<file path="src/hw/rtl/pfs_pkg.sv">
package pfs_pkg;

    localparam int ARG_BITS_DEF = 32;

    localparam int CMD_W   = 2;
    localparam int CH_W    = 8;
    localparam int ARG_W   = 32;
    localparam int COUNT_W = 16;

    localparam logic [15:0] LIMIT_RESET = 16'hFFFF;

    // input commands
    localparam logic [CMD_W-1:0] CMD_FMT   = 2'd0;
    localparam logic [CMD_W-1:0] CMD_NUM   = 2'd1;
    localparam logic [CMD_W-1:0] CMD_STR   = 2'd2;
    localparam logic [CMD_W-1:0] CMD_BEGIN = 2'd3;

    // parser modes
    localparam logic [1:0] MODE_TEXT = 2'd0;
    localparam logic [1:0] MODE_PCT  = 2'd1;
    localparam logic [1:0] MODE_ARG  = 2'd2;
    localparam logic [1:0] MODE_STR  = 2'd3;

    // conversion kinds
    localparam logic [1:0] KIND_C = 2'd0;
    localparam logic [1:0] KIND_D = 2'd1;
    localparam logic [1:0] KIND_O = 2'd2;
    localparam logic [1:0] KIND_X = 2'd3;

    localparam logic [CH_W-1:0] CH_NUL     = 8'h00;
    localparam logic [CH_W-1:0] CH_PERCENT = 8'h25;
    localparam logic [CH_W-1:0] CH_MINUS   = 8'h2D;
    localparam logic [CH_W-1:0] CH_LC_C    = 8'h63;
    localparam logic [CH_W-1:0] CH_LC_D    = 8'h64;
    localparam logic [CH_W-1:0] CH_LC_O    = 8'h6F;
    localparam logic [CH_W-1:0] CH_LC_S    = 8'h73;
    localparam logic [CH_W-1:0] CH_LC_X    = 8'h78;

    localparam logic [CH_W-1:0] DIGIT_SET [16] = '{
        8'h30, 8'h31, 8'h32, 8'h33, 8'h34, 8'h35, 8'h36, 8'h37,
        8'h38, 8'h39, 8'h41, 8'h42, 8'h43, 8'h44, 8'h45, 8'h46
    };

    // microprogram addresses
    localparam int PC_W = 3;
    localparam logic [PC_W-1:0] U_IDLE  = 3'd0;
    localparam logic [PC_W-1:0] U_CHR   = 3'd1;
    localparam logic [PC_W-1:0] U_SIGN  = 3'd2;
    localparam logic [PC_W-1:0] U_DAB   = 3'd3;
    localparam logic [PC_W-1:0] U_DLOAD = 3'd4;
    localparam logic [PC_W-1:0] U_SKIP  = 3'd5;
    localparam logic [PC_W-1:0] U_DIGIT = 3'd6;

    // datapath ops
    localparam logic [2:0] OP_NONE  = 3'd0;
    localparam logic [2:0] OP_DAB   = 3'd1;
    localparam logic [2:0] OP_DLOAD = 3'd2;
    localparam logic [2:0] OP_SKIP  = 3'd3;
    localparam logic [2:0] OP_SHIFT = 3'd4;

    // emit sources
    localparam logic [1:0] EM_NONE  = 2'd0;
    localparam logic [1:0] EM_CHR   = 2'd1;
    localparam logic [1:0] EM_MINUS = 2'd2;
    localparam logic [1:0] EM_DIGIT = 2'd3;

    // repeat conditions: step repeats while true, then goes to target (CD_WAIT goes to the entry)
    localparam logic [2:0] CD_NEVER = 3'd0;
    localparam logic [2:0] CD_WAIT  = 3'd1;
    localparam logic [2:0] CD_CNT   = 3'd2;
    localparam logic [2:0] CD_SKIP  = 3'd3;
    localparam logic [2:0] CD_MORE  = 3'd4;

    typedef struct packed {
        logic [2:0]      op;
        logic [1:0]      emit;
        logic [2:0]      cond;
        logic [PC_W-1:0] target;
    } t_uword;

    typedef struct packed {
        logic            go;
        logic [PC_W-1:0] entry;
        logic            stall;
        logic            cnt_more;
        logic            skip_more;
        logic            dig_more;
    } t_stat;

    function automatic t_uword urom(input logic [PC_W-1:0] addr);
        t_uword w;
        case (addr)
            U_IDLE:  w = '{op: OP_NONE,  emit: EM_NONE,  cond: CD_WAIT,  target: U_IDLE};
            U_CHR:   w = '{op: OP_NONE,  emit: EM_CHR,   cond: CD_NEVER, target: U_IDLE};
            U_SIGN:  w = '{op: OP_NONE,  emit: EM_MINUS, cond: CD_NEVER, target: U_DAB};
            U_DAB:   w = '{op: OP_DAB,   emit: EM_NONE,  cond: CD_CNT,   target: U_DLOAD};
            U_DLOAD: w = '{op: OP_DLOAD, emit: EM_NONE,  cond: CD_NEVER, target: U_SKIP};
            U_SKIP:  w = '{op: OP_SKIP,  emit: EM_NONE,  cond: CD_SKIP,  target: U_DIGIT};
            U_DIGIT: w = '{op: OP_SHIFT, emit: EM_DIGIT, cond: CD_MORE,  target: U_IDLE};
            default: w = '{op: OP_NONE,  emit: EM_NONE,  cond: CD_NEVER, target: U_IDLE};
        endcase
        return w;
    endfunction

endpackage

</file>
<file path="src/hw/rtl/pfs_if.sv">
interface pfs_in_if;
    logic                        valid;
    logic                        ready;
    logic [pfs_pkg::CMD_W-1:0]   cmd;
    logic [pfs_pkg::CH_W-1:0]    ch;
    logic [pfs_pkg::ARG_W-1:0]   arg;

    modport source (output valid, cmd, ch, arg, input ready);
    modport sink   (input valid, cmd, ch, arg, output ready);
endinterface

interface pfs_out_if;
    logic                        valid;
    logic                        ready;
    logic [pfs_pkg::CH_W-1:0]    out_char;
    logic                        last;
    logic [pfs_pkg::COUNT_W-1:0] count;

    modport source (output valid, out_char, last, count, input ready);
    modport sink   (input valid, out_char, last, count, output ready);
endinterface

interface pfs_cfg_if;
    logic                        valid;
    logic                        ready;
    logic [pfs_pkg::COUNT_W-1:0] out_limit;

    modport source (output valid, out_limit, input ready);
    modport sink   (input valid, out_limit, output ready);
endinterface

</file>
<file path="src/hw/rtl/printf_format_stream_top.sv">
// Channel   Dir  Handshake     Payload
// i_in      in   valid/ready   cmd[1:0], ch[7:0], arg[31:0]
// o_out     out  valid/ready   out_char[7:0], last, count[15:0]
// i_cfg     in   valid/ready   out_limit[15:0]
//
// One item at a time: the input is ready only while the microprogram is idle.
// %o / %x argument: digit positions (11 octal, 8 hex) for 32 bits, leading zeros skipped.
// %d argument: ARG_BITS steps of bit-serial BCD, then 10 digit positions for 32 bits.
// Output stalls hold the microprogram at its emit step; one output register.
// Synchronous active-low reset; out_limit resets to 65535.
module printf_format_stream_top #(
    parameter int ARG_BITS = pfs_pkg::ARG_BITS_DEF
) (
    input  logic      i_clk,
    input  logic      i_rst_n,
    pfs_in_if.sink    i_in,
    pfs_out_if.source o_out,
    pfs_cfg_if.sink   i_cfg
);

    pfs_pkg::t_uword w_ctrl;
    pfs_pkg::t_stat  w_stat;

    pfs_useq u_useq (
        .i_clk   (i_clk),
        .i_rst_n (i_rst_n),
        .i_stat  (w_stat),
        .o_ctrl  (w_ctrl)
    );

    pfs_dpath #(
        .ARG_BITS (ARG_BITS)
    ) u_dpath (
        .i_clk   (i_clk),
        .i_rst_n (i_rst_n),
        .i_in    (i_in),
        .o_out   (o_out),
        .i_cfg   (i_cfg),
        .i_ctrl  (w_ctrl),
        .o_stat  (w_stat)
    );

endmodule

</file>
<file path="src/hw/rtl/pfs_useq.sv">
module pfs_useq (
    input  logic            i_clk,
    input  logic            i_rst_n,
    input  pfs_pkg::t_stat  i_stat,
    output pfs_pkg::t_uword o_ctrl
);

    logic [pfs_pkg::PC_W-1:0] r_pc;
    logic [pfs_pkg::PC_W-1:0] n_pc;
    pfs_pkg::t_uword          w_word;

    assign w_word = pfs_pkg::urom(r_pc);
    assign o_ctrl = w_word;

    always_comb begin
        n_pc = w_word.target;
        if (i_stat.stall) begin
            n_pc = r_pc;
        end else begin
            case (w_word.cond)
                pfs_pkg::CD_WAIT: begin
                    n_pc = i_stat.go ? i_stat.entry : r_pc;
                end
                pfs_pkg::CD_CNT: begin
                    if (i_stat.cnt_more) n_pc = r_pc;
                end
                pfs_pkg::CD_SKIP: begin
                    if (i_stat.skip_more) n_pc = r_pc;
                end
                pfs_pkg::CD_MORE: begin
                    if (i_stat.dig_more) n_pc = r_pc;
                end
                default: begin
                    n_pc = w_word.target;
                end
            endcase
        end
    end

    always_ff @(posedge i_clk) begin
        if (!i_rst_n) begin
            r_pc <= pfs_pkg::U_IDLE;
        end else begin
            r_pc <= n_pc;
        end
    end

endmodule

</file>
<file path="src/hw/rtl/pfs_dpath.sv">
module pfs_dpath #(
    parameter int ARG_BITS = pfs_pkg::ARG_BITS_DEF
) (
    input  logic            i_clk,
    input  logic            i_rst_n,
    pfs_in_if.sink          i_in,
    pfs_out_if.source       o_out,
    pfs_cfg_if.sink         i_cfg,
    input  pfs_pkg::t_uword i_ctrl,
    output pfs_pkg::t_stat  o_stat
);

    localparam int HEX_DIGITS = (ARG_BITS + 3) / 4;
    localparam int OCT_DIGITS = (ARG_BITS + 2) / 3;
    localparam int DEC_DIGITS = (ARG_BITS * 3) / 10 + 1;
    localparam int HEX_W      = HEX_DIGITS * 4;
    localparam int OCT_W      = OCT_DIGITS * 3;
    localparam int DEC_W      = DEC_DIGITS * 4;
    localparam int WORK_A     = (HEX_W > OCT_W) ? HEX_W : OCT_W;
    localparam int WORK_W     = (WORK_A > DEC_W) ? WORK_A : DEC_W;
    localparam int MAX_DIGITS = (OCT_DIGITS > DEC_DIGITS) ? OCT_DIGITS : DEC_DIGITS;
    localparam int LEFT_W     = $clog2(MAX_DIGITS + 1);
    localparam int BCNT_W     = $clog2(ARG_BITS + 1);

    // control state
    logic [15:0]                   r_limit;
    logic [1:0]                    r_mode;
    logic [1:0]                    r_kind;
    logic [pfs_pkg::COUNT_W-1:0]   r_count;
    logic                          r_out_valid;

    // payload
    logic [pfs_pkg::CH_W-1:0]      r_ch;
    logic                          r_neg;
    logic                          r_oct;
    logic [ARG_BITS-1:0]           r_val;
    logic [DEC_W-1:0]              r_bcd;
    logic [BCNT_W-1:0]             r_cnt;
    logic [WORK_W-1:0]             r_work;
    logic [LEFT_W-1:0]             r_left;
    logic [pfs_pkg::CH_W-1:0]      r_out_char;
    logic                          r_out_last;
    logic [pfs_pkg::COUNT_W-1:0]   r_out_count;

    logic                          w_in_acc;
    logic [ARG_BITS-1:0]           w_v;
    logic [ARG_BITS-1:0]           w_mag;
    logic [1:0]                    n_mode;
    logic [1:0]                    n_kind;
    logic [pfs_pkg::PC_W-1:0]      w_entry;
    logic [pfs_pkg::CH_W-1:0]      w_ch_load;
    logic [DEC_W-1:0]              w_adj;
    logic [3:0]                    w_top;
    logic [WORK_W-1:0]             w_shifted;
    logic                          w_skip_more;
    logic                          w_req;
    logic                          w_fin;
    logic [pfs_pkg::CH_W-1:0]      w_char;
    logic                          w_room;
    logic                          w_slot;
    logic                          w_stall;
    logic                          w_fire;

    assign w_in_acc    = i_in.valid && i_in.ready;
    assign i_in.ready  = (i_ctrl.cond == pfs_pkg::CD_WAIT);
    assign i_cfg.ready = 1'b1;

    assign w_v   = ARG_BITS'({{ARG_BITS{1'b0}}, i_in.arg});
    assign w_mag = w_v[ARG_BITS-1] ? (~w_v + 1'b1) : w_v;

    // parser: next mode and program entry for the incoming item
    always_comb begin
        n_mode    = r_mode;
        n_kind    = r_kind;
        w_entry   = pfs_pkg::U_IDLE;
        w_ch_load = i_in.ch;
        case (i_in.cmd)
            pfs_pkg::CMD_FMT: begin
                if (r_mode == pfs_pkg::MODE_TEXT) begin
                    if (i_in.ch == pfs_pkg::CH_PERCENT) begin
                        n_mode = pfs_pkg::MODE_PCT;
                    end else if (i_in.ch != pfs_pkg::CH_NUL) begin
                        w_entry = pfs_pkg::U_CHR;
                    end
                end else if (r_mode == pfs_pkg::MODE_PCT) begin
                    n_mode = pfs_pkg::MODE_TEXT;
                    if (i_in.ch == pfs_pkg::CH_LC_C) begin
                        n_kind = pfs_pkg::KIND_C;
                        n_mode = pfs_pkg::MODE_ARG;
                    end else if (i_in.ch == pfs_pkg::CH_LC_D) begin
                        n_kind = pfs_pkg::KIND_D;
                        n_mode = pfs_pkg::MODE_ARG;
                    end else if (i_in.ch == pfs_pkg::CH_LC_O) begin
                        n_kind = pfs_pkg::KIND_O;
                        n_mode = pfs_pkg::MODE_ARG;
                    end else if (i_in.ch == pfs_pkg::CH_LC_X) begin
                        n_kind = pfs_pkg::KIND_X;
                        n_mode = pfs_pkg::MODE_ARG;
                    end else if (i_in.ch == pfs_pkg::CH_LC_S) begin
                        n_mode = pfs_pkg::MODE_STR;
                    end
                end
            end
            pfs_pkg::CMD_NUM: begin
                if (r_mode == pfs_pkg::MODE_ARG) begin
                    n_mode    = pfs_pkg::MODE_TEXT;
                    w_ch_load = w_v[7:0];
                    case (r_kind)
                        pfs_pkg::KIND_C: w_entry = pfs_pkg::U_CHR;
                        pfs_pkg::KIND_D: w_entry = pfs_pkg::U_SIGN;
                        default:         w_entry = pfs_pkg::U_SKIP;
                    endcase
                end
            end
            pfs_pkg::CMD_STR: begin
                if (r_mode == pfs_pkg::MODE_STR) begin
                    if (i_in.ch == pfs_pkg::CH_NUL) begin
                        n_mode = pfs_pkg::MODE_TEXT;
                    end else begin
                        w_entry = pfs_pkg::U_CHR;
                    end
                end
            end
            default: begin
                n_mode = pfs_pkg::MODE_TEXT;
                n_kind = pfs_pkg::KIND_C;
            end
        endcase
    end

    // shift-add-3 correction on every BCD digit
    always_comb begin
        for (int i = 0; i < DEC_DIGITS; i++) begin
            w_adj[i*4 +: 4] = (r_bcd[i*4 +: 4] >= 4'd5) ? (r_bcd[i*4 +: 4] + 4'd3)
                                                        : r_bcd[i*4 +: 4];
        end
    end

    assign w_top       = r_oct ? {1'b0, r_work[WORK_W-1 -: 3]} : r_work[WORK_W-1 -: 4];
    assign w_shifted   = r_oct ? (r_work << 3) : (r_work << 4);
    assign w_skip_more = (w_top == 4'd0) && (r_left > LEFT_W'(1));

    always_comb begin
        w_req  = 1'b0;
        w_fin  = 1'b0;
        w_char = r_ch;
        case (i_ctrl.emit)
            pfs_pkg::EM_CHR: begin
                w_req = 1'b1;
                w_fin = 1'b1;
            end
            pfs_pkg::EM_MINUS: begin
                w_req  = r_neg;
                w_char = pfs_pkg::CH_MINUS;
            end
            pfs_pkg::EM_DIGIT: begin
                w_req  = 1'b1;
                w_fin  = (r_left == LEFT_W'(1));
                w_char = pfs_pkg::DIGIT_SET[w_top];
            end
            default: begin
                w_req = 1'b0;
            end
        endcase
    end

    // past the limit a character is dropped and the program moves on
    assign w_room  = (r_count < r_limit);
    assign w_slot  = !r_out_valid || o_out.ready;
    assign w_stall = w_req && w_room && !w_slot;
    assign w_fire  = w_req && w_room && w_slot;

    assign o_stat.go        = w_in_acc;
    assign o_stat.entry     = w_entry;
    assign o_stat.stall     = w_stall;
    assign o_stat.cnt_more  = (r_cnt != BCNT_W'(1));
    assign o_stat.skip_more = w_skip_more;
    assign o_stat.dig_more  = (r_left > LEFT_W'(1));

    always_ff @(posedge i_clk) begin
        if (!i_rst_n) begin
            r_limit     <= pfs_pkg::LIMIT_RESET;
            r_mode      <= pfs_pkg::MODE_TEXT;
            r_kind      <= pfs_pkg::KIND_C;
            r_count     <= '0;
            r_out_valid <= 1'b0;
        end else begin
            if (i_cfg.valid) r_limit <= i_cfg.out_limit;
            if (w_in_acc) begin
                r_mode <= n_mode;
                r_kind <= n_kind;
                if (i_in.cmd == pfs_pkg::CMD_BEGIN) r_count <= '0;
            end else if (w_fire) begin
                r_count <= r_count + 16'd1;
            end
            if (w_fire) begin
                r_out_valid <= 1'b1;
            end else if (o_out.ready) begin
                r_out_valid <= 1'b0;
            end
        end
    end

    always_ff @(posedge i_clk) begin
        if (w_in_acc) begin
            r_ch   <= w_ch_load;
            r_neg  <= w_v[ARG_BITS-1];
            r_val  <= w_mag;
            r_bcd  <= '0;
            r_cnt  <= BCNT_W'(ARG_BITS);
            r_oct  <= (r_kind == pfs_pkg::KIND_O);
            if (r_kind == pfs_pkg::KIND_O) begin
                r_work <= WORK_W'(w_v) << (WORK_W - OCT_W);
                r_left <= LEFT_W'(OCT_DIGITS);
            end else begin
                r_work <= WORK_W'(w_v) << (WORK_W - HEX_W);
                r_left <= LEFT_W'(HEX_DIGITS);
            end
        end else if (!w_stall) begin
            case (i_ctrl.op)
                pfs_pkg::OP_DAB: begin
                    r_bcd <= {w_adj[DEC_W-2:0], r_val[ARG_BITS-1]};
                    r_val <= r_val << 1;
                    r_cnt <= r_cnt - 1'b1;
                end
                pfs_pkg::OP_DLOAD: begin
                    r_work <= WORK_W'(r_bcd) << (WORK_W - DEC_W);
                    r_left <= LEFT_W'(DEC_DIGITS);
                    r_oct  <= 1'b0;
                end
                pfs_pkg::OP_SKIP: begin
                    if (w_skip_more) begin
                        r_work <= w_shifted;
                        r_left <= r_left - 1'b1;
                    end
                end
                pfs_pkg::OP_SHIFT: begin
                    r_work <= w_shifted;
                    r_left <= r_left - 1'b1;
                end
                default: begin
                    r_left <= r_left;
                end
            endcase
        end
        if (w_fire) begin
            r_out_char  <= w_char;
            r_out_last  <= w_fin || ((r_count + 16'd1) == r_limit);
            r_out_count <= r_count + 16'd1;
        end
    end

    assign o_out.valid    = r_out_valid;
    assign o_out.out_char = r_out_char;
    assign o_out.last     = r_out_last;
    assign o_out.count    = r_out_count;

`ifndef SYNTHESIS
    a_dab_cnt: assert property (@(posedge i_clk) disable iff (!i_rst_n)
        (i_ctrl.op == pfs_pkg::OP_DAB) |-> (r_cnt != '0))
        else $error("double-dabble step with empty bit counter");

    a_digit_left: assert property (@(posedge i_clk) disable iff (!i_rst_n)
        (i_ctrl.emit == pfs_pkg::EM_DIGIT) |-> (r_left != '0))
        else $error("digit emitted with no digits left");

    a_count_step: assert property (@(posedge i_clk) disable iff (!i_rst_n)
        w_fire |=> (r_count == $past(r_count) + 16'd1))
        else $error("count did not advance on emitted character");

    a_stall_hold: assert property (@(posedge i_clk) disable iff (!i_rst_n)
        w_stall |=> (i_ctrl == $past(i_ctrl)))
        else $error("sequencer moved during output stall");
`endif

endmodule
</file>
<file path="src/flat_wrapper.sv">
// flat-port wrapper written by rule: the top's interface ports become plain ports
module printf_format_stream_top_flat 
#(
    parameter int ARG_BITS = pfs_pkg::ARG_BITS_DEF
)
  (i_clk, i_rst_n, i_in_valid, i_in_cmd, i_in_ch, i_in_arg, i_in_ready, o_out_valid, o_out_out_char, o_out_last, o_out_count, o_out_ready, i_cfg_valid, i_cfg_out_limit, i_cfg_ready);
  pfs_in_if i_in_i ();
  pfs_out_if o_out_i ();
  pfs_cfg_if i_cfg_i ();
  input  logic i_clk;
  input  logic i_rst_n;
  input wire logic [$bits(i_in_i.valid)-1:0] i_in_valid;
  input wire logic [$bits(i_in_i.cmd)-1:0] i_in_cmd;
  input wire logic [$bits(i_in_i.ch)-1:0] i_in_ch;
  input wire logic [$bits(i_in_i.arg)-1:0] i_in_arg;
  output wire logic [$bits(i_in_i.ready)-1:0] i_in_ready;
  output wire logic [$bits(o_out_i.valid)-1:0] o_out_valid;
  output wire logic [$bits(o_out_i.out_char)-1:0] o_out_out_char;
  output wire logic [$bits(o_out_i.last)-1:0] o_out_last;
  output wire logic [$bits(o_out_i.count)-1:0] o_out_count;
  input wire logic [$bits(o_out_i.ready)-1:0] o_out_ready;
  input wire logic [$bits(i_cfg_i.valid)-1:0] i_cfg_valid;
  input wire logic [$bits(i_cfg_i.out_limit)-1:0] i_cfg_out_limit;
  output wire logic [$bits(i_cfg_i.ready)-1:0] i_cfg_ready;
  assign i_in_i.valid = i_in_valid;
  assign i_in_i.cmd = i_in_cmd;
  assign i_in_i.ch = i_in_ch;
  assign i_in_i.arg = i_in_arg;
  assign i_in_ready = i_in_i.ready;
  assign o_out_valid = o_out_i.valid;
  assign o_out_out_char = o_out_i.out_char;
  assign o_out_last = o_out_i.last;
  assign o_out_count = o_out_i.count;
  assign o_out_i.ready = o_out_ready;
  assign i_cfg_i.valid = i_cfg_valid;
  assign i_cfg_i.out_limit = i_cfg_out_limit;
  assign i_cfg_ready = i_cfg_i.ready;
  printf_format_stream_top #(.ARG_BITS(ARG_BITS)) u_core (.i_clk(i_clk), .i_rst_n(i_rst_n), .i_in(i_in_i), .o_out(o_out_i), .i_cfg(i_cfg_i));
endmodule
</file>
<file path="config.mk">
export PLATFORM = sky130hd
export DESIGN_NAME = printf_format_stream_top_flat
export DESIGN_NICKNAME = d
export VERILOG_FILES = /design/src/hw/rtl/pfs_pkg.sv /design/src/hw/rtl/pfs_if.sv /design/src/hw/rtl/printf_format_stream_top.sv /design/src/hw/rtl/pfs_useq.sv /design/src/hw/rtl/pfs_dpath.sv /design/src/flat_wrapper.sv
export SDC_FILE = /design/constraint.sdc
export NUM_CORES = 1
export LEC_CHECK = 0
export ABC_CLOCK_PERIOD_IN_PS = 8900
export BUFFER_PORTS_ARGS = -buffer_cell sky130_fd_sc_hd__buf_2
export CAP_MARGIN = 20
export CELL_PAD_IN_SITES_DETAIL_PLACEMENT = 1
export CELL_PAD_IN_SITES_GLOBAL_PLACEMENT = 2
export CORE_MARGIN = 3
export CORE_UTILIZATION = 42
export CTS_CLUSTER_SIZE = 14
export DETAILED_ROUTE_END_ITERATION = 6
export HOLD_SLACK_MARGIN = 0.05
export PLACE_DENSITY = 0.87
export SLEW_MARGIN = 20
export SYNTH_ARGS = -nofsm -noshare
export SYNTH_HDL_FRONTEND = slang
export SYNTH_SLANG_ARGS = --single-unit
export TNS_END_PERCENT = 10
</file>
<file path="constraint.sdc">
create_clock -name i_clk -period 8.9 [get_ports i_clk]
set_clock_uncertainty 0.1 [all_clocks]
set_input_delay 1.335 -clock i_clk [delete_from_list [all_inputs] [get_ports i_clk]]
set_output_delay 1.335 -clock i_clk [all_outputs]
set_load 0.05 [all_outputs]
</file>
==> flow_summary.html, run 1 <==
<table>
<tr><th>Metric</th><th>Value</th></tr>
<tr><th colspan="2">Critical path</th></tr>
<tr><td>Depth of the worst register-to-register path</td><td>7</td></tr>
<tr><td>Cell depth of the worst setup path</td><td>7</td></tr>
<tr><td>Setup Crit Path Kind</td><td>in2reg</td></tr>
<tr><td>Worst Setup EP</td><td>u_core.u_dpath.r_val[26]</td></tr>
<tr><td>Destination of the worst register-to-register timing path</td><td>u_core.u_dpath.r_count[0]</td></tr>
<tr><td>Critical-path top delay cell</td><td>sky130_fd_sc_hd__or4_1</td></tr>
<tr><td>Delay of the slowest critical-path stage</td><td>580 ps</td></tr>
<tr><td>Startpoint of the most critical register-to-register path</td><td>u_core.u_useq.r_pc[1]</td></tr>
<tr><td>Data required time at the worst endpoint</td><td>8960 ps</td></tr>
<tr><td>Worst path buffer plus inverter count</td><td>1</td></tr>
<tr><td>Signal arrival time at the worst endpoint</td><td>3490 ps</td></tr>
<tr><td>Type of element capturing the critical path</td><td>register</td></tr>
<tr><td>Cell Chain, Critical Path</td><td>buf_2 -&gt; or4_1 -&gt; nor4_2 -&gt; nand4b_1 -&gt; o41ai_1 -&gt; xor2_1 -&gt; o21ai_1</td></tr>
<tr><td>Biggest fanout along the worst timing path</td><td>5</td></tr>
<tr><td>Family with the most delay on the worst path</td><td>simple AND/OR/NAND/NOR gates</td></tr>
<tr><td>Worst reg-to-reg setup slack</td><td>5510 ps</td></tr>
<tr><td>Source of the critical timing path</td><td>i_in_arg[16]</td></tr>
<tr><td>Kind of launch point of the worst setup path</td><td>input port</td></tr>
<tr><th colspan="2">GRT</th></tr>
<tr><td>First-pass GRT wire length</td><td>roughly 52000 um</td></tr>
<tr><td>Antenna violations before repair</td><td>0</td></tr>
<tr><td>Vias in the first global route</td><td>9500</td></tr>
<tr><td>Total congestion overflow after global routing</td><td>0</td></tr>
<tr><td>Combined global-route utilization of all metal layers</td><td>21.2%</td></tr>
<tr><td>Largest net degree at the start of global routing</td><td>101</td></tr>
<tr><th colspan="2">Timing</th></tr>
<tr><td>Unrepaired setup endpoints after global routing</td><td>no</td></tr>
<tr><td>Tightest Pin Transition</td><td>1000 ps</td></tr>
<tr><td>Setup-violating endpoint count in the final report</td><td>0</td></tr>
<tr><td>Worst slew margin relative to its limit</td><td>roughly a third</td></tr>
<tr><td>Number of pins with negative max-slew slack in the final report</td><td>0</td></tr>
<tr><td>Fmax</td><td>292 MHz</td></tr>
<tr><td>Worst Setup Slack, final</td><td>about 5500 ps</td></tr>
<tr><td>Share of the clock period used by the worst path</td><td>between 30% and 40%</td></tr>
<tr><td>Count of final hold-check violations</td><td>0</td></tr>
<tr><td>Final worst path period need</td><td>between 3000 and 4000 ps</td></tr>
<tr><td>Setup TNS</td><td>0 ps</td></tr>
<tr><th colspan="2">Detailed routing</th></tr>
<tr><td>Post-route DRC</td><td>0</td></tr>
<tr><td>Wire length per cell</td><td>approximately 19 um</td></tr>
<tr><td>Number of detailed-routing iterations run before antenna repair</td><td>5</td></tr>
<tr><td>Initial DRC Count</td><td>758</td></tr>
<tr><td>Antenna Violating Nets Remaining</td><td>0</td></tr>
<tr><td>Via-per-instance ratio</td><td>5.76</td></tr>
<tr><td>Wirelength, routed</td><td>around 33000 um</td></tr>
<tr><td>Total number of vias</td><td>9743</td></tr>
<tr><th colspan="2">Place</th></tr>
<tr><td>Global placement routability congestion</td><td>0.840</td></tr>
<tr><td>Count of buffers inserted at the top-level ports</td><td>89</td></tr>
<tr><td>Worst setup slack before clock tree synthesis</td><td>5070 ps</td></tr>
<tr><td>Placed wire-length estimate</td><td>23400 um</td></tr>
<tr><td>Post-Place Cell Area</td><td>0.0125 mm2</td></tr>
<tr><th colspan="2">Clock tree</th></tr>
<tr><td>Number of instances resized during post-cts repair</td><td>0</td></tr>
<tr><td>Clock latency reported for the late side of the worst-skew pair</td><td>450 ps</td></tr>
<tr><td>Number of levels in the clock H-tree</td><td>4</td></tr>
<tr><td>CTS tree</td><td>yes</td></tr>
<tr><td>Root Buffer Master</td><td>sky130_fd_sc_hd__clkbuf_16</td></tr>
<tr><td># Post-CTS Setup Buffers</td><td>0</td></tr>
<tr><td>Max Buffers Root-to-Sink</td><td>2</td></tr>
<tr><td>Clock buffer count from CTS</td><td>17</td></tr>
<tr><td>Sink count of the clock tree</td><td>roughly 200</td></tr>
<tr><td>Clock slew at reported path FFs</td><td>~70 ps</td></tr>
<tr><td>Cts hold-fix bufs</td><td>0</td></tr>
<tr><th colspan="2">Synthesis</th></tr>
<tr><td>Prevailing post-synth register cell</td><td>sky130_fd_sc_hd__edfxtp_1</td></tr>
<tr><td>Netlist cell types</td><td>between 70 and 80</td></tr>
<tr><td>Synth Area per Inst</td><td>9.27 um2</td></tr>
<tr><td>Most frequently used cell type in the post-synthesis netlist</td><td>sky130_fd_sc_hd__nand2_1</td></tr>
<tr><td>Share of flip-flops with an asynchronous set or reset after synthesis</td><td>0%</td></tr>
<tr><td>Portion of the post-synthesis area used by sequential elements</td><td>between 40% and 50%</td></tr>
<tr><td>Number of warning messages in the yosys log</td><td>0</td></tr>
<tr><td>Cell area after synthesis</td><td>between 0.01 and 0.015 mm2</td></tr>
<tr><td>Number of synthesized flops with an enable pin</td><td>111</td></tr>
<tr><td>Area contributors post-synth</td><td>sky130_fd_sc_hd__edfxtp_1, sky130_fd_sc_hd__dfxtp_1, sky130_fd_sc_hd__mux2i_1</td></tr>
<tr><td>Syn nets</td><td>1384</td></tr>
<tr><td>Biggest area consumer among synthesized cells</td><td>sky130_fd_sc_hd__edfxtp_1</td></tr>
<tr><td>Area fraction of the dominant cell type after synthesis</td><td>28.3%</td></tr>
<tr><td>Commonest cells in the synthesized netlist</td><td>sky130_fd_sc_hd__nand2_1, sky130_fd_sc_hd__edfxtp_1, sky130_fd_sc_hd__dfxtp_1</td></tr>
<tr><td>Flop and latch count out of synthesis</td><td>197</td></tr>
<tr><td>Count of mapped cells out of synthesis</td><td>between 1000 and 1500</td></tr>
<tr><th colspan="2">Floorplan</th></tr>
<tr><td>Rows</td><td>60</td></tr>
<tr><td>Floorplan die width</td><td>174 um</td></tr>
<tr><td>Starting Density</td><td>between 40% and 50%</td></tr>
<tr><td>Die span in y</td><td>174 um</td></tr>
<tr><td>Boundary pin count</td><td>91</td></tr>
<tr><td>Overall die area</td><td>0.0301 mm2</td></tr>
<tr><td>Core Area</td><td>roughly 0.027 mm2</td></tr>
<tr><th colspan="2">Layout</th></tr>
<tr><td>Layout overhead on the synthesized area</td><td>10.6%</td></tr>
<tr><td>N_diodes</td><td>0</td></tr>
<tr><td>Final net count</td><td>1418</td></tr>
<tr><td>Fin area</td><td>~0.013 mm2</td></tr>
<tr><td>Count of filler cells inserted in the layout</td><td>3143</td></tr>
<tr><td>Ratio of cells with drive above 1 in the final layout</td><td>12.5%</td></tr>
<tr><th colspan="2">Min path</th></tr>
<tr><td>Worst min path class</td><td>reg2reg</td></tr>
<tr><th colspan="2">Pwr</th></tr>
<tr><td>Static Leak</td><td>0.00498 uW</td></tr>
<tr><td>Power per cell area</td><td>153 mW/mm2</td></tr>
<tr><td>Maximum VDD drop</td><td>0.111 mV</td></tr>
<tr><td>Tot Pwr</td><td>2000 uW</td></tr>
<tr><th colspan="2">Outcome</th></tr>
<tr><td>Outcome</td><td>finished, final reports clean</td></tr>
<tr><th colspan="2">Flow run</th></tr>
<tr><td>MaxCap Viol Count</td><td>0</td></tr>
</table>
-- power by group --
group	internal [uW]	switching, uW	total [uW]	leakage (uW)
clock	370	386	756	0.000277
combinational	73.3	140	213	0.00293
sequential	1010	20.1	1030	0.00178
total	1450	546	2000	0.00498
-- flip-flops by register name, summed over array words and instances, names as in the netlist --
signal                         cells
u_core.u_useq.r_pc                 3
u_core.u_dpath.o_out.out_char      8
u_core.u_dpath.r_limit            16
u_core.u_dpath.r_neg               1
u_core.u_dpath.o_out.valid         1
u_core.u_dpath.r_kind              2
u_core.u_dpath.r_ch                8
u_core.u_dpath.o_out.count        16
u_core.u_dpath.r_left              4
u_core.u_dpath.r_mode              2
u_core.u_dpath.o_out.last          1
u_core.u_dpath.r_oct               1
u_core.u_dpath.r_bcd              40
u_core.u_dpath.r_count            16
u_core.u_dpath.r_work             40
u_core.u_dpath.r_cnt               6
u_core.u_dpath.r_val              32
-- routing by layer --
layer	share of wire, %	wire length [um]	up-vias	global-route usage (%)
li1	-	-	4715	-
met1	52	16900	4821	32.4
met2	43	14100	179	31.5
met3	4.1	1330	28	3.48
met4	1.1	364	0	4.76
met5	0	0	-	0
-- final cells by class --
class                   instances  area, um2  area share [%]
inverters                      58        218            1.67
clock inverters                13        119           0.911
repair buffers                103        551            4.22
well taps                     372        465            3.57
multi-input cells             929       6200            47.5
clock buffers                  19        434            3.33
flip-flops and latches        197       5050            38.8
-- metrics by stage --
stage,hold WS [ps],cells,utilization [%]
after floorplan,348,1272,-
after global placement,373,1659,45.8
after detailed placement,382,1659,45.8
after CTS,401,1691,47.8
after global routing,436,1691,47.9
final,395,1691,47.9
-- how the worst min path moves through the flow --
stage | start | endpoint | slack, ps | depth (start not counted)
after floorplan | u_core.u_dpath.r_limit[0] | u_core.u_dpath.r_limit[0] | 350 | 2
after global placement | u_core.u_dpath.r_cnt[0] | u_core.u_dpath.r_cnt[0] | 370 | 2
after detailed placement | u_core.u_dpath.r_limit[0] | u_core.u_dpath.r_limit[0] | 380 | 2
after CTS | u_core.u_dpath.r_limit[0] | u_core.u_dpath.r_limit[0] | 400 | 2
after global routing | u_core.u_dpath.r_limit[0] | u_core.u_dpath.r_limit[0] | 440 | 2
final | u_core.u_dpath.r_cnt[0] | u_core.u_dpath.r_cnt[0] | 390 | 2
-- placed cells by master, fill, tap and decap left out, types with 18 or more instances in the layout --
cell and n:
sky130_fd_sc_hd__a21oi_1 66, sky130_fd_sc_hd__buf_2 89, sky130_fd_sc_hd__dfxtp_1 86, sky130_fd_sc_hd__edfxtp_1 111
sky130_fd_sc_hd__ha_1 49, sky130_fd_sc_hd__inv_1 56, sky130_fd_sc_hd__mux2i_1 76, sky130_fd_sc_hd__nand2_1 154
sky130_fd_sc_hd__nand2b_1 18, sky130_fd_sc_hd__nand3_1 41, sky130_fd_sc_hd__nor2_1 82, sky130_fd_sc_hd__nor3_1 32
sky130_fd_sc_hd__o211ai_1 28, sky130_fd_sc_hd__o21ai_0 71, sky130_fd_sc_hd__o21ai_1 18, sky130_fd_sc_hd__o221ai_1 33
sky130_fd_sc_hd__xnor2_1 31, sky130_fd_sc_hd__xor2_1 37
-- worst register-to-register path: cells and delay by family, from the launching register on --
family | cells | cell delay [ps]
and+or+nand+nor | 2 | 1260
muxes | 1 | 280
buffers and inverters | 1 | 240
DFF | 1 | 570
AOI/OAI and AO/OA | 3 | 900
-- cells by family after synthesis --
family | synth area share, %
xor+xnor | 5.43
mux | 7.41
buf+inv | 4.79
simple gates | 17.0
flops | 42.9
other cells | 0.0318
fa+ha+maj | 5.20
compound gates | 17.3
Power figures use the tool's default switching activity.
==> inputs of run 2 (changes only) <==
--- a/config.mk
+++ b/config.mk
@@ -5,17 +5,17 @@
 export SDC_FILE = /design/constraint.sdc
 export NUM_CORES = 1
 export LEC_CHECK = 0
-export ABC_CLOCK_PERIOD_IN_PS = 8900
+export ABC_CLOCK_PERIOD_IN_PS = 3300
 export BUFFER_PORTS_ARGS = -buffer_cell sky130_fd_sc_hd__buf_2
 export CAP_MARGIN = 20
 export CELL_PAD_IN_SITES_DETAIL_PLACEMENT = 1
 export CELL_PAD_IN_SITES_GLOBAL_PLACEMENT = 2
 export CORE_MARGIN = 3
-export CORE_UTILIZATION = 42
+export CORE_UTILIZATION = 39
 export CTS_CLUSTER_SIZE = 14
 export DETAILED_ROUTE_END_ITERATION = 6
 export HOLD_SLACK_MARGIN = 0.05
-export PLACE_DENSITY = 0.87
+export PLACE_DENSITY = 0.81
 export SLEW_MARGIN = 20
 export SYNTH_ARGS = -nofsm -noshare
 export SYNTH_HDL_FRONTEND = slang
==> constraint.sdc (replaced) <==
create_clock -name i_clk -period 3.3 [get_ports i_clk]
set_clock_uncertainty 0.1 [all_clocks]
set_input_delay 0.495 -clock i_clk [delete_from_list [all_inputs] [get_ports i_clk]]
set_output_delay 0.495 -clock i_clk [all_outputs]
set_load 0.05 [all_outputs]
==> run 2 against run 1 <==
Flip-flop and latch count unchanged. Design area increased by 1.9%. Via count increased by 0.59%. Non-clock buffer count increased by 23. Global-route usage decreased by 0.88 points. Largest power group unchanged. Critical path type is now reg2reg. Wire length increased by 2.1%. Clock power increased to 2.8 times the previous value. Count of clock-buffer cells in the layout increased by 1. Critical path depth increased by 1. Register-to-register slack got worse by 5100 ps.
==> flow_summary.html, run 2 (synthesis results as in run 1) <==
<table>
<tr><th>Metric</th><th>Value</th></tr>
<tr><th colspan="2">Outcome</th></tr>
<tr><td>Outcome</td><td>finished, final reports clean</td></tr>
<tr><th colspan="2">Detailed routing</th></tr>
<tr><td>Via-per-instance ratio</td><td>5.66</td></tr>
<tr><td>Wirelength, routed</td><td>~33000 um</td></tr>
<tr><td>Wire length per cell</td><td>19.3 um</td></tr>
<tr><td>Number of detailed-routing iterations run before antenna repair</td><td>5</td></tr>
<tr><td>Total number of vias</td><td>9800</td></tr>
<tr><td>Antenna Violating Nets Remaining</td><td>0</td></tr>
<tr><td>Initial DRC Count</td><td>744</td></tr>
<tr><td>Post-route DRC</td><td>0</td></tr>
<tr><th colspan="2">Critical path</th></tr>
<tr><td>Data required time at the worst endpoint</td><td>between 3000 and 4000 ps</td></tr>
<tr><td>Kind of launch point of the worst setup path</td><td>register</td></tr>
<tr><td>Setup Crit Path Kind</td><td>reg2reg</td></tr>
<tr><td>Signal arrival time at the worst endpoint</td><td>3220 ps</td></tr>
<tr><td>Family with the most delay on the worst path</td><td>compound AO/OA/AOI/OAI gates</td></tr>
<tr><td>Critical-path top delay cell</td><td>sky130_fd_sc_hd__nor3_2</td></tr>
<tr><td>Cell Chain, Critical Path</td><td>inv_1 -&gt; ha_1 -&gt; a21o_1 -&gt; a211oi_1 -&gt; a31oi_1 -&gt; a211o_1 -&gt; nor3_2 -&gt; a221o_1</td></tr>
<tr><td>Biggest fanout along the worst timing path</td><td>10</td></tr>
<tr><td>Delay of the slowest critical-path stage</td><td>650 ps</td></tr>
<tr><td>Type of element capturing the critical path</td><td>register</td></tr>
<tr><td>Worst path buffer plus inverter count</td><td>1</td></tr>
<tr><th colspan="2">GRT</th></tr>
<tr><td>Total congestion overflow after global routing</td><td>0</td></tr>
<tr><td>Combined global-route utilization of all metal layers</td><td>between 20% and 30%</td></tr>
<tr><td>First-pass GRT wire length</td><td>between 50000 and 60000 um</td></tr>
<tr><td>Antenna violations before repair</td><td>0</td></tr>
<tr><td>Largest net degree at the start of global routing</td><td>48</td></tr>
<tr><td>Vias in the first global route</td><td>9577</td></tr>
<tr><th colspan="2">Clock tree</th></tr>
<tr><td>Cts hold-fix bufs</td><td>0</td></tr>
<tr><td>Root Buffer Master</td><td>sky130_fd_sc_hd__clkbuf_16</td></tr>
<tr><td>Clock latency reported for the late side of the worst-skew pair</td><td>440 ps</td></tr>
<tr><td>Max Buffers Root-to-Sink</td><td>2</td></tr>
<tr><td>Clock buffer count from CTS</td><td>17</td></tr>
<tr><td>Sink count of the clock tree</td><td>197</td></tr>
<tr><td>CTS tree</td><td>yes</td></tr>
<tr><td>Number of levels in the clock H-tree</td><td>4</td></tr>
<tr><td># Post-CTS Setup Buffers</td><td>0</td></tr>
<tr><td>Number of instances resized during post-cts repair</td><td>0</td></tr>
<tr><td>Clock slew at reported path FFs</td><td>around 70 ps</td></tr>
<tr><th colspan="2">Pwr</th></tr>
<tr><td>Maximum VDD drop</td><td>0.287 mV</td></tr>
<tr><td>Total internal power</td><td>4070 uW</td></tr>
<tr><td>Static Leak</td><td>0.00512 uW</td></tr>
<tr><td>Switching power</td><td>1430 uW</td></tr>
<tr><td>Fraction of power consumed by the clock network</td><td>38.9%</td></tr>
<tr><td>Power per cell area</td><td>413 mW/mm2</td></tr>
<tr><td>Net switching fraction of the power</td><td>25.9%</td></tr>
<tr><td>Fraction of power consumed by combinational cells</td><td>about a tenth</td></tr>
<tr><td>Part of the total power dissipated in sequential elements</td><td>50.4%</td></tr>
<tr><th colspan="2">Floorplan</th></tr>
<tr><td>Rows</td><td>63</td></tr>
<tr><td>Boundary pin count</td><td>between 90 and 100</td></tr>
<tr><td>Starting Density</td><td>39.7%</td></tr>
<tr><td>Core Area</td><td>around 0.030 mm2</td></tr>
<tr><td>Floorplan die width</td><td>approximately 180 um</td></tr>
<tr><td>Die span in y</td><td>180 um</td></tr>
<tr><td>Overall die area</td><td>0.0324 mm2</td></tr>
<tr><th colspan="2">Place</th></tr>
<tr><td>Count of buffers inserted at the top-level ports</td><td>89</td></tr>
<tr><td>Global placement routability congestion</td><td>0.930</td></tr>
<tr><td>Placed wire-length estimate</td><td>around 25000 um</td></tr>
<tr><th colspan="2">Timing</th></tr>
<tr><td>Setup-violating endpoint count in the final report</td><td>0</td></tr>
<tr><td>Worst slew margin relative to its limit</td><td>39.2%</td></tr>
<tr><td>Fmax</td><td>341 MHz</td></tr>
<tr><td>Number of pins with negative max-slew slack in the final report</td><td>0</td></tr>
<tr><td>Tightest Pin Transition</td><td>~910 ps</td></tr>
<tr><td>Share of the clock period used by the worst path</td><td>88.8%</td></tr>
<tr><td>Unrepaired setup endpoints after global routing</td><td>no</td></tr>
<tr><td>Setup TNS</td><td>0 ps</td></tr>
<tr><td>Count of final hold-check violations</td><td>0</td></tr>
<tr><td>Final worst path period need</td><td>slightly below 3000 ps</td></tr>
<tr><th colspan="2">Layout</th></tr>
<tr><td>Most common library cell in the layout ignoring fill and taps</td><td>sky130_fd_sc_hd__nand2_1</td></tr>
<tr><td>Util after Layout</td><td>between 40% and 50%</td></tr>
<tr><td>Largest registers</td><td>u_core.u_dpath.r_bcd: 40 flops, u_core.u_dpath.r_work: 40 flops, u_core.u_dpath.r_val: 32 flops</td></tr>
<tr><td>Final net count</td><td>1441</td></tr>
<tr><td>Layout overhead on the synthesized area</td><td>12.6%</td></tr>
<tr><td>N_diodes</td><td>0</td></tr>
<tr><td>Ratio of cells with drive above 1 in the final layout</td><td>14.2%</td></tr>
<tr><td>Commonest cells after routing, fill and taps aside</td><td>sky130_fd_sc_hd__nand2_1, sky130_fd_sc_hd__edfxtp_1, sky130_fd_sc_hd__buf_2, sky130_fd_sc_hd__dfxtp_1, sky130_fd_sc_hd__nor2_1</td></tr>
<tr><th colspan="2">Min path</th></tr>
<tr><td>Worst min path class</td><td>in2reg</td></tr>
<tr><th colspan="2">Flow run</th></tr>
<tr><td>MaxCap Viol Count</td><td>0</td></tr>
</table>
run 2: worst min-delay path: cells and delay by family:
kind | cells | cell delay (ps)
compound gates | 1 | 60
buf+inv | 1 | 70
simple gates | 1 | 40
run 2: power groups by stage:
stage | combinational (uW) | sequential [uW] | clock [uW]
floorplan | 358 | 2840 | 0
global route | 653 | 2780 | 2290
finish | 588 | 2770 | 2140
CTS | 590 | 2770 | 2200
global placement | 578 | 2820 | 0
detailed placement | 588 | 2830 | 0
run 2: worst paths after layout:
kind                                           startpoint                          to  slack, ps  depth (start not counted)
worst max-delay path            u_core.u_dpath.r_limit[6]  u_core.u_dpath.r_count[15]        370                          8
worst min-delay path                   i_cfg_out_limit[2]   u_core.u_dpath.r_limit[2]        170                          3
worst max register to register  u_core.u_dpath.r_limit[6]  u_core.u_dpath.r_count[15]        370                          8
worst min register to register  u_core.u_dpath.r_limit[3]   u_core.u_dpath.r_limit[3]        410                          2
run 2: per-stage QoR:
| step | area, um2 | std cells | total power [uW] | hold slack [ps] | setup WS, ps |
|---|---|---|---|---|---|
| after floorplan | 11800 | 1272 | 3190 | 348 | -137 |
| after global placement | 12700 | 1700 | 3400 | 371 | 466 |
| after detailed placement | 12700 | 1700 | 3410 | 399 | 413 |
| after CTS | 13300 | 1732 | 5560 | 149 | 372 |
| after global routing | 13300 | 1732 | 5720 | 182 | 190 |
| final | 13300 | 1732 | 5490 | 170 | 368 |
run 2: layout make-up:
| cell class | instances | area (um2) |
|---|---|---|
| fill | 3411 | 16400 |
| multi-input combinational | 929 | 6200 |
| sequential | 197 | 5050 |
| timing repair buffer | 126 | 736 |
| tap | 390 | 488 |
| clock buffer | 20 | 479 |
| inverter | 58 | 218 |
| clock inverter | 12 | 109 |
run 2: per-layer routing:
metal | global-route usage, % | share of wire, % | vias up
met5 | 0 | 0 | -
met4 | 4.33 | 0.96 | 0
met1 | 32.1 | 52 | 4824
met3 | 3.14 | 4.3 | 20
met2 | 29.3 | 43 | 194
li1 | - | - | 4762
==> inputs of run 3 (changes only) <==
--- a/config.mk
+++ b/config.mk
@@ -6,7 +6,7 @@
 export NUM_CORES = 1
 export LEC_CHECK = 0
 export ABC_CLOCK_PERIOD_IN_PS = 3300
-export BUFFER_PORTS_ARGS = -buffer_cell sky130_fd_sc_hd__buf_2
+export BUFFER_PORTS_ARGS = -buffer_cell sky130_fd_sc_hd__buf_4
 export CAP_MARGIN = 20
 export CELL_PAD_IN_SITES_DETAIL_PLACEMENT = 1
 export CELL_PAD_IN_SITES_GLOBAL_PLACEMENT = 2
==> run 3 against run 2 <==
Via count grew 0.19%. Die area unchanged. Sequential power barely moved. Power fell by 0.52%. First-iteration DRC count is 6.3% higher. Non-clock buffer count up 1. Worst setup slack worse by 97 ps.
==> flow_summary.html, run 3 (synthesis results as in run 1) <==
<table>
<tr><th>Metric</th><th>Value</th></tr>
<tr><th colspan="2">Outcome</th></tr>
<tr><td>Outcome</td><td>finished, final reports clean</td></tr>
<tr><th colspan="2">Place</th></tr>
<tr><td>Worst setup slack before clock tree synthesis</td><td>365 ps</td></tr>
<tr><td>Global placement routability congestion</td><td>about 0.89</td></tr>
<tr><td>Count of buffers inserted at the top-level ports</td><td>a little under 90</td></tr>
<tr><td>Post-Place Cell Area</td><td>0.0129 mm2</td></tr>
<tr><td>Placed wire-length estimate</td><td>25200 um</td></tr>
<tr><th colspan="2">Floorplan</th></tr>
<tr><td>Starting Density</td><td>39.7%</td></tr>
<tr><td>Floorplan die width</td><td>about 180 um</td></tr>
<tr><td>Boundary pin count</td><td>between 90 and 100</td></tr>
<tr><td>Core Area</td><td>0.0297 mm2</td></tr>
<tr><td>Overall die area</td><td>0.0324 mm2</td></tr>
<tr><td>Die span in y</td><td>180 um</td></tr>
<tr><td>Rows</td><td>63</td></tr>
<tr><th colspan="2">Min path</th></tr>
<tr><td>Hold Path Sink</td><td>u_core.u_dpath.r_limit[10]</td></tr>
<tr><td>Startpoint of the lowest-slack hold path</td><td>i_cfg_out_limit[10]</td></tr>
<tr><td>Worst Hold Path Cells</td><td>3</td></tr>
<tr><td>Worst min path class</td><td>in2reg</td></tr>
<tr><th colspan="2">Detailed routing</th></tr>
<tr><td>Initial DRC Count</td><td>around 790</td></tr>
<tr><td>Post-route DRC</td><td>0</td></tr>
<tr><td>Total number of vias</td><td>approximately 9800</td></tr>
<tr><td>Wirelength, routed</td><td>~35000 um</td></tr>
<tr><td>Highest signal layer in the routed design</td><td>met4</td></tr>
<tr><td>Number of detailed-routing iterations run before antenna repair</td><td>5</td></tr>
<tr><td>Wire length per cell</td><td>19.9 um</td></tr>
<tr><td>Antenna Violating Nets Remaining</td><td>0</td></tr>
<tr><td>Met2 wirelength from detailed routing</td><td>between 10000 and 15000 um</td></tr>
<tr><td>Routed length on met3</td><td>2010 um</td></tr>
<tr><td>Wire length on met1</td><td>17700 um</td></tr>
<tr><td>Via-per-instance ratio</td><td>5.67</td></tr>
<tr><th colspan="2">Critical path</th></tr>
<tr><td>Biggest fanout along the worst timing path</td><td>11</td></tr>
<tr><td>Source of the critical timing path</td><td>u_core.u_dpath.r_limit[6]</td></tr>
<tr><td>Cell Chain, Critical Path</td><td>inv_1 -&gt; ha_1 -&gt; a21o_1 -&gt; a211oi_1 -&gt; a31oi_1 -&gt; a211o_1 -&gt; nor3_2 -&gt; mux2_2</td></tr>
<tr><td>Destination of the worst register-to-register timing path</td><td>u_core.u_dpath.r_count[0]</td></tr>
<tr><td>Worst path buffer plus inverter count</td><td>1</td></tr>
<tr><td>Family with the most delay on the worst path</td><td>compound AO/OA/AOI/OAI gates</td></tr>
<tr><td>Critical-path top delay cell</td><td>sky130_fd_sc_hd__nor3_2</td></tr>
<tr><td>Data required time at the worst endpoint</td><td>3590 ps</td></tr>
<tr><td>Type of element capturing the critical path</td><td>register</td></tr>
<tr><td>Delay of the slowest critical-path stage</td><td>between 600 and 700 ps</td></tr>
<tr><td>Worst reg-to-reg setup slack</td><td>270 ps</td></tr>
<tr><td>Kind of launch point of the worst setup path</td><td>register</td></tr>
<tr><td>Signal arrival time at the worst endpoint</td><td>3320 ps</td></tr>
<tr><td>Depth of the worst register-to-register path</td><td>8</td></tr>
<tr><td>Startpoint of the most critical register-to-register path</td><td>u_core.u_dpath.r_limit[6]</td></tr>
<tr><td>Setup Crit Path Kind</td><td>reg2reg</td></tr>
<tr><th colspan="2">Clock tree</th></tr>
<tr><td>Clock latency reported for the late side of the worst-skew pair</td><td>450 ps</td></tr>
<tr><td>Clock buffer count from CTS</td><td>17</td></tr>
<tr><td>Number of levels in the clock H-tree</td><td>4</td></tr>
<tr><td>Max Buffers Root-to-Sink</td><td>2</td></tr>
<tr><td>Number of instances resized during post-cts repair</td><td>0</td></tr>
<tr><td>Clock slew at reported path FFs</td><td>80 ps</td></tr>
<tr><td>CTS tree</td><td>yes</td></tr>
<tr><td># Post-CTS Setup Buffers</td><td>0</td></tr>
<tr><td>Root Buffer Master</td><td>sky130_fd_sc_hd__clkbuf_16</td></tr>
<tr><td>Cts hold-fix bufs</td><td>0</td></tr>
<tr><td>Sink count of the clock tree</td><td>197</td></tr>
<tr><th colspan="2">Layout</th></tr>
<tr><td>Final net count</td><td>1442</td></tr>
<tr><td>Layout overhead on the synthesized area</td><td>14.5%</td></tr>
<tr><td>Count of filler cells inserted in the layout</td><td>between 3000 and 4000</td></tr>
<tr><td>Most common library cell in the layout ignoring fill and taps</td><td>sky130_fd_sc_hd__nand2_1</td></tr>
<tr><td>Commonest cells after routing, fill and taps aside</td><td>sky130_fd_sc_hd__nand2_1, sky130_fd_sc_hd__buf_4, sky130_fd_sc_hd__edfxtp_1, sky130_fd_sc_hd__dfxtp_1, sky130_fd_sc_hd__nor2_1</td></tr>
<tr><td>N_diodes</td><td>0</td></tr>
<tr><td>Ratio of cells with drive above 1 in the final layout</td><td>between 10% and 20%</td></tr>
<tr><td>Fin area</td><td>0.0135 mm2</td></tr>
<tr><td>Largest registers</td><td>u_core.u_dpath.r_bcd: 40 flops, u_core.u_dpath.r_work: 40 flops, u_core.u_dpath.r_val: 32 flops</td></tr>
<tr><th colspan="2">Pwr</th></tr>
<tr><td>Power per cell area</td><td>405 mW/mm2</td></tr>
<tr><td>Maximum VDD drop</td><td>0.348 mV</td></tr>
<tr><td>Static Leak</td><td>around 0.0052 uW</td></tr>
<tr><th colspan="2">Timing</th></tr>
<tr><td>Tightest Pin Transition</td><td>754 ps</td></tr>
<tr><td>Fmax</td><td>approximately 330 MHz</td></tr>
<tr><td>Worst slew margin relative to its limit</td><td>49.4%</td></tr>
<tr><td>Worst Setup Slack, final</td><td>271 ps</td></tr>
<tr><td>Final worst path period need</td><td>~3000 ps</td></tr>
<tr><td>Number of pins with negative max-slew slack in the final report</td><td>0</td></tr>
<tr><td>Unrepaired setup endpoints after global routing</td><td>no</td></tr>
<tr><td>Setup-violating endpoint count in the final report</td><td>0</td></tr>
<tr><td>Share of the clock period used by the worst path</td><td>between 90 and 100%</td></tr>
<tr><td>Count of final hold-check violations</td><td>0</td></tr>
<tr><th colspan="2">GRT</th></tr>
<tr><td>Vias in the first global route</td><td>9857</td></tr>
<tr><td>Total congestion overflow after global routing</td><td>0</td></tr>
<tr><td>Antenna violations before repair</td><td>0</td></tr>
<tr><td>First-pass GRT wire length</td><td>55800 um</td></tr>
<tr><td>Largest net degree at the start of global routing</td><td>81</td></tr>
<tr><td>Combined global-route utilization of all metal layers</td><td>21.2%</td></tr>
<tr><th colspan="2">Flow run</th></tr>
<tr><td>MaxCap Viol Count</td><td>0</td></tr>
</table>
[run 3: how the worst max path moves through the flow]
stage	slack [ps]	cells after the start	to
6_report	270	8	u_core.u_dpath.r_count[0]
4_1_cts	320	8	u_core.u_dpath.r_count[0]
2_1_floorplan	-140	8	u_core.u_dpath.o_out.count[0]
3_3_place_gp	460	8	u_core.u_dpath.r_count[0]
3_5_place_dp	370	8	u_core.u_dpath.r_count[15]
5_1_grt	70	8	u_core.u_dpath.r_count[0]
[run 3: metrics by stage]
step	std cells	hold WS, ps	utilization (%)	setup TNS [ps]	power [uW]
CTS	1733	150	45.4	0	5510
global placement	1701	368	43.5	0	3430
floorplan	1272	348	-	-8560	3190
detailed placement	1701	373	43.5	0	3440
finish	1733	164	45.4	0	5460
global route	1733	158	45.4	0	5690
[run 3: final cells by class]
cell class / instances / area [um2] / area share [%]
timing repair buffer: 127 / 978 / 7.25
clock inverter: 15 / 139 / 1.03
multi-input combinational: 929 / 6200 / 45.9
tap: 390 / 488 / 3.61
sequential: 197 / 5050 / 37.4
inverter: 58 / 218 / 1.61
clock buffer: 17 / 425 / 3.15
[run 3: worst min-delay path: stages]
cell and delay [ps]:
sky130_fd_sc_hd__buf_4 70, sky130_fd_sc_hd__nand2_1 40, sky130_fd_sc_hd__o211ai_1 60
[run 3: power by group]
part / internal (uW) / leakage [uW] / total (uW) / switching (uW)
clock: 1000 / 0.000274 / 2080 / 1070
sequential: 2720 / 0.00178 / 2770 / 53.7
combinational: 232 / 0.00314 / 617 / 385
[run 3: per-layer routing]
layer	GRT usage [%]	vias up
li1	-	4749
met3	4.65	28
met5	0	-
met2	30.2	235
met4	4.30	0
met1	32.9	4807
